==> src/rtl/usmg_div.sv <==
`default_nettype none

// Restoring divider, one quotient bit per cycle.
module usmg_div #(
   parameter int NW = 41,
   parameter int DW = 10
) (
   input  wire logic          clock,
   input  wire logic          reset,
   input  wire logic          start,
   input  wire logic [NW-1:0] num,
   input  wire logic [DW-1:0] den,
   output logic               done,
   output logic [NW-1:0]      quo
);

   localparam int CW = $clog2(NW + 1);

   logic          busy_ff;
   logic          done_ff;
   logic [CW-1:0] cnt_ff;
   logic [DW-1:0] rem_ff;
   logic [DW-1:0] den_ff;
   logic [NW-1:0] quo_ff;
   logic [DW:0]   trial;
   logic          fits;
   logic [DW:0]   diff;

   always_comb begin
      trial = {rem_ff, quo_ff[NW-1]};
      fits  = trial >= {1'b0, den_ff};
      diff  = trial - {1'b0, den_ff};
   end

   always_ff @(posedge clock) begin
      done_ff <= 1'b0;
      if (start) begin
         quo_ff  <= num;
         rem_ff  <= '0;
         den_ff  <= den;
         cnt_ff  <= CW'(NW);
         busy_ff <= 1'b1;
      end else if (busy_ff) begin
         quo_ff <= {quo_ff[NW-2:0], fits};
         rem_ff <= fits ? diff[DW-1:0] : trial[DW-1:0];
         cnt_ff <= cnt_ff - CW'(1);
         if (cnt_ff == CW'(1)) begin
            busy_ff <= 1'b0;
            done_ff <= 1'b1;
         end
      end
      if (reset) begin
         busy_ff <= 1'b0;
         done_ff <= 1'b0;
         cnt_ff  <= '0;
      end
   end

   assign done = done_ff;
   assign quo  = quo_ff;

endmodule

`default_nettype wire

==> config.mk <==
export PLATFORM = sky130hd
export DESIGN_NAME = usmg_div
export DESIGN_NICKNAME = d
export VERILOG_FILES = /design/src/rtl/usmg_div.sv
export SDC_FILE = /design/constraint.sdc
export NUM_CORES = 1
export LEC_CHECK = 0
export ABC_AREA = 1
export ABC_CLOCK_PERIOD_IN_PS = 2000
export BUFFER_PORTS_ARGS = -buffer_cell sky130_fd_sc_hd__clkbuf_2
export CAP_MARGIN = 20
export CORE_ASPECT_RATIO = 1.5
export CORE_UTILIZATION = 25
export CTS_BUF_LIST = sky130_fd_sc_hd__clkbuf_16
export DETAILED_ROUTE_END_ITERATION = 8
export GPL_ROUTABILITY_DRIVEN = 0
export GPL_TIMING_DRIVEN = 0
export PLACE_DENSITY = 0.55
export SYNTH_ARGS = -nofsm -noshare
export SYNTH_HDL_FRONTEND = slang
export SYNTH_SLANG_ARGS = --single-unit
==> constraint.sdc <==
create_clock -name clock -period 2 [get_ports clock]
set_input_delay 0.2 -clock clock [delete_from_list [all_inputs] [get_ports clock]]
set_output_delay 0.2 -clock clock [all_outputs]
set_load 0.1 [all_outputs]
* Word level (Yosys, flattened, before mapping)
Cells that the tools add are included.
** Cells by class
- Add/subtract/negate cells :: 2
- Order comparisons :: 1
- Equal/unequal tests :: 1
- Multiplexer cells :: 9
- Bitwise gates (word level) :: 1
- Reductions and logical operators :: 3
** Operators with widths (count)
- $mux W41 :: 2
- $mux W6 :: 2
- $ge A11 B10 Y1 :: 1
- $mux W10 :: 1
- $sub A10 B10 Y10 :: 1
- $eq A6 B1 Y1 const B :: 1
- $sub A6 B1 Y6 const B :: 1
- $mux W1 :: 4
- $reduce_or A3 Y1 :: 1
- $reduce_bool A2 Y1 :: 1
- $reduce_or A2 Y1 :: 1
- $not A1 Y1 :: 1
** Word-level totals
- Register bits after elaboration :: 69
- Input port bits :: 54
- Output and inout bits :: 42
- Logic and storage cells :: 24

* Logic depth before layout (Yosys ltp)
- Word-level depth :: 4
- Gate-level depth with buffers :: 14
- Gate-level depth less buffers :: 14

* Worst setup path after synthesis
No wires, ideal clock.
- Kind :: register to register
- Start :: reg quo_ff[40] (netlist: quo[40])
- End :: reg rem_ff[2]
- Setup time :: 0.171 ns
- Arrival time :: 2.128 ns
- Data required time :: 1.829 ns
- Setup slack :: -0.299 ns
- Cell stages (with the launch flop) :: 12
- Buffers on the path :: 1
- Period minus slack after synthesis :: 2.299 ns
- Cells stage by stage :: edfxtp_1 > inv_1 > ha_1 > nand2_1 > inv_1 > nand2_1 > nor2_1 > nor2_2 > buf_6 > nand3_2 > nand3_1 > o21ai_0
** Between the ends
- Word-level cells in the longest chain between the ends :: 2
- Elaborated cells between the ends (all ways) :: 3
- Those cells by class :: 1 x add/sub; 1 x order compare; 1 x mux
** Ends and longest elaborated chain
- start: declaration :: line 24 : logic [NW-1:0] quo_ff;
- start signal: assignment :: line 38 : quo_ff <= num;
- start signal: assignment :: line 44 : quo_ff <= {quo_ff[NW-2:0], fits};
- $sub A10 B10 Y10 / $ge A11 B10 Y1 (equally long branches) :: line 32, 31
- $mux W10 (*) :: line 45 : rem_ff <= fits ? diff[DW-1:0] : trial[DW-1:0];
- end signal: assignment :: line 45
- end: declaration :: line 22 : logic [DW-1:0] rem_ff;
Every way passes the cells marked *; elsewhere a longest branch is shown, timed or not.
A chain may end at the register's enable or synchronous reset.

* Worst setup path after layout
- Start :: reg den_ff[6]
- End :: reg quo_ff[0] (netlist: quo[0]), data pin
** Between the ends
- Word-level cells in the longest chain between the ends :: 3
** Ends and longest elaborated chain
- start: declaration :: line 23 : logic [DW-1:0] den_ff;
- start signal: assignment :: line 40 : den_ff <= den;
- $ge A11 B10 Y1 :: line 31 : fits = trial >= {1'b0, den_ff};
- $mux W41 :: line 43 : end else if (busy_ff) begin
- $mux W41 :: line 37 : if (start) begin
Every way passes these cells. The select of a mux whose other input is x is not followed.

==> flow_summary.rst <==
.. list-table::
   :header-rows: 1

   * - Metric
     - Value
   * - Number of buffers on the longest clock path
     - 2
   * - Area inside the core boundary
     - ~0.014 sq mm
   * - Final worst slack
     - 161 ps
   * - Worst setup path category
     - flop to flop
   * - # hold bufs at CTS
     - 0
   * - First-pass GRT wire length
     - about 14000 um
   * - Initial detailed-routing violation count
     - 75
   * - Min Hold Slack
     - between 30 and 40 ps
   * - Top FF cell, synth
     - sky130_fd_sc_hd__edfxtp_1
   * - Die Height
     - around 150 um
   * - Clock tree root driver cell
     - sky130_fd_sc_hd__clkbuf_16
   * - DRC Markers
     - 0
   * - Post-route fraction of the period consumed by the critical path
     - 0.920
   * - Proportion of layout cells with a drive suffix above 1
     - 0.272
   * - Element type at the critical path start
     - flop
   * - Number of warnings printed during yosys synthesis
     - 0
   * - TritonCTS Sinks
     - 69
   * - Synth-to-Final Area Change
     - 29.7%
   * - Arrival time of the worst setup path
     - roughly 1900 ps
   * - Synthesized netlist net count
     - roughly 490
   * - Least-Margin Pin Slew
     - 661 ps
   * - Worst-case headroom to the max-slew limit
     - 0.558
   * - Via density per instance
     - between 4 and 5
   * - Vias in the first global route
     - approximately 3000
   * - Aggregate routed wire length
     - 8790 um
   * - Worst Hold Path Cells
     - 1
   * - Count of flip-flops with a built-in enable after synthesis
     - 51
   * - Unrepaired setup endpoints after global routing
     - false
   * - H-tree depth reported by CTS
     - 3
   * - Initial antenna violation count
     - 0
   * - Synthesized instance count
     - 418
   * - Req. time, crit path
     - roughly 2100 ps
   * - Flops & latches, synth
     - slightly below 70
   * - Pin count of the biggest net entering global routing
     - between 40 and 50
   * - Total vias in the final route
     - slightly above 3000
   * - Global-route total usage across every layer
     - 0.128
   * - Average routed wire per standard cell
     - roughly 13 um
   * - Power per cell area
     - between 1000 and 1500 mW/mm^2
   * - Reg clk slew, reported paths
     - 60 ps
   * - Largest fanout on the critical path
     - 10
   * - CTS Buf Count
     - 9
   * - Worst setup skew after layout
     - approximately 6.5 ps
   * - Diodes inserted
     - 0
   * - Max-slew violation count
     - 0
   * - Clock tree from TritonCTS
     - done
   * - Top-Level Pins
     - 96
   * - Slack of the worst reg-to-reg path
     - 160 ps
   * - Number of antenna-violating nets in the routed design
     - 0
   * - Register area share after synthesis
     - 0.535
   * - Row count
     - 52
   * - Quantity of gates resized following cts
     - 0
   * - Aggregate global routing overflow
     - 0
   * - Final Critical Period
     - 1840 ps
   * - Initial DRT Pass Iterations
     - 4
   * - Non-filler cells, final
     - 692
   * - Number of cells on the worst reg-to-reg path
     - 9
   * - Static Leak
     - roughly 2.4 nW
   * - Clock insertion delay at the later pin of the skew report
     - between 300 and 400 ps
   * - CP Capture Type
     - flop
   * - Post-detailed-placement half-perimeter wirelength
     - 6570 um
   * - Count of endpoints failing setup in the final report
     - 0
   * - # fillers
     - 1480
   * - Number of cells after detailed placement
     - slightly below 700
   * - Tightest Hold Check Type
     - input port to flop
   * - Initial core utilization
     - 0.259
   * - DIE WIDTH
     - 99.1 um
   * - Final-report hold violation count
     - 0
   * - Worst IR Drop VDD
     - just over 0.4 mV
   * - Async set or reset register ratio after synthesis
     - 0
   * - Syn avg cell area
     - about 8.5 sq um
   * - Count of buffers from port buffering
     - 95
   * - Status
     - finished clean
   * - Distinct cells, synth
     - 30
   * - Highest achievable clock rate
     - roughly 540 MHz
   * - Nets@finish
     - 592
   * - Mapped cell area
     - ~0.0035 sq mm
   * - DIE AREA
     - around 0.015 sq mm
   * - Overall power consumption
     - 4.60 mW
   * - Maxcap violations
     - 0
   * - Post-CTS repair timing setup buffer count
     - 0
   * - Post-Place Worst Slack
     - -148 ps
[cells in the mapped netlist, types with 2 or more instances]
master	count	share of area
sky130_fd_sc_hd__nand2_2	4	0.0071
sky130_fd_sc_hd__nor3_1	4	0.0057
sky130_fd_sc_hd__nor2_1	15	0.016
sky130_fd_sc_hd__o21ai_2	2	0.0050
sky130_fd_sc_hd__inv_1	53	0.056
sky130_fd_sc_hd__ha_1	12	0.042
sky130_fd_sc_hd__xnor2_1	2	0.0050
sky130_fd_sc_hd__nand3_2	6	0.017
sky130_fd_sc_hd__dfxtp_1	18	0.10
sky130_fd_sc_hd__xor2_1	2	0.0050
sky130_fd_sc_hd__o21ai_0	2	0.0028
sky130_fd_sc_hd__buf_6	2	0.0064
sky130_fd_sc_hd__clkbuf_1	9	0.0096
sky130_fd_sc_hd__nand3_1	19	0.027
sky130_fd_sc_hd__nand3b_2	3	0.0096
sky130_fd_sc_hd__a31oi_1	2	0.0035
sky130_fd_sc_hd__nand4_1	2	0.0035
sky130_fd_sc_hd__edfxtp_1	51	0.43
sky130_fd_sc_hd__a21oi_1	7	0.0099
sky130_fd_sc_hd__nor2_2	4	0.0071
sky130_fd_sc_hd__nand2_1	189	0.20
sky130_fd_sc_hd__o21ai_1	2	0.0028
[where the power goes]
group	total, mW	leakage [nW]	internal (mW)	switching, mW
Sequential	1.75	0.666	1.69	0.0681
Clock	1.71	0.161	1.09	0.623
Combinational	1.14	1.55	0.217	0.924
[kinds of logic after synthesis]
logic type | synth area share
buffers and inverters | 0.0733
AOI/OAI and AO/OA | 0.0283
adders and majority gates | 0.0481
xor gates and xnor gates | 0.00991
DFF | 0.535
and+or+nand+nor | 0.305
[registers in the layout (all words and copies together) (netlist names)]
signal	flops
done	1
rem_ff	10
busy_ff	1
quo	41
cnt_ff	6
den_ff	10
[layout by cell type (no fill, tap or decap), types with 7 or more instances in the layout]
master                      synthesis  layout
sky130_fd_sc_hd__a21oi_1            7       7
sky130_fd_sc_hd__clkbuf_1           9       9
sky130_fd_sc_hd__clkbuf_16          0       9
sky130_fd_sc_hd__clkbuf_2           0      95
sky130_fd_sc_hd__dfxtp_1           18      18
sky130_fd_sc_hd__edfxtp_1          51      51
sky130_fd_sc_hd__ha_1              12      11
sky130_fd_sc_hd__inv_1             53      51
sky130_fd_sc_hd__nand2_1          189     189
sky130_fd_sc_hd__nand3_1           19      15
sky130_fd_sc_hd__nand3_2            6      10
sky130_fd_sc_hd__nor2_1            15      15
[layout make-up]
class	count	area, sq um	area share
multi-input cells	284	1420	0.309
inverters	54	203	0.0442
well taps	162	203	0.0442
repair buffers	96	495	0.108
flip-flops and latches	69	1890	0.413
plain buffers	11	56.3	0.0123
clock inverters	7	91.3	0.0199
clock buffers	9	225	0.0491
[final timing paths]
path / startpoint / end
min: den[6] / den_ff[6]
max: den_ff[6] / quo[0]
max reg2reg: den_ff[6] / quo[0]
min reg2reg: rem_ff[8] / rem_ff[8]
[metal layers]
metal	share of wire	GRT usage
met1	0.42	0.139
met2	0.50	0.228
met3	0.061	0.0326
met4	0.022	0.0706
met5	0	0
[metrics by stage]
step	instance area, sq um	util	TNS, ps
after global routing	4580	0.336	0
final	4580	0.336	0
after CTS	4580	0.336	0
after global placement	4250	0.311	-52040
after floorplan	3570	-	-1590
after detailed placement	4270	0.312	-6000
[critical path, cell delays in order (launching register included)]
cell and delay [ps]:
sky130_fd_sc_hd__edfxtp_1 330, sky130_fd_sc_hd__inv_1 40, sky130_fd_sc_hd__ha_1 340, sky130_fd_sc_hd__nand2_2 120, sky130_fd_sc_hd__inv_1 50, sky130_fd_sc_hd__a21oi_1 200
sky130_fd_sc_hd__nand2_2 110, sky130_fd_sc_hd__nand2_4 100, sky130_fd_sc_hd__buf_6 180, sky130_fd_sc_hd__a31oi_1 100
Note: power is estimated with default switching activity, not from simulation.
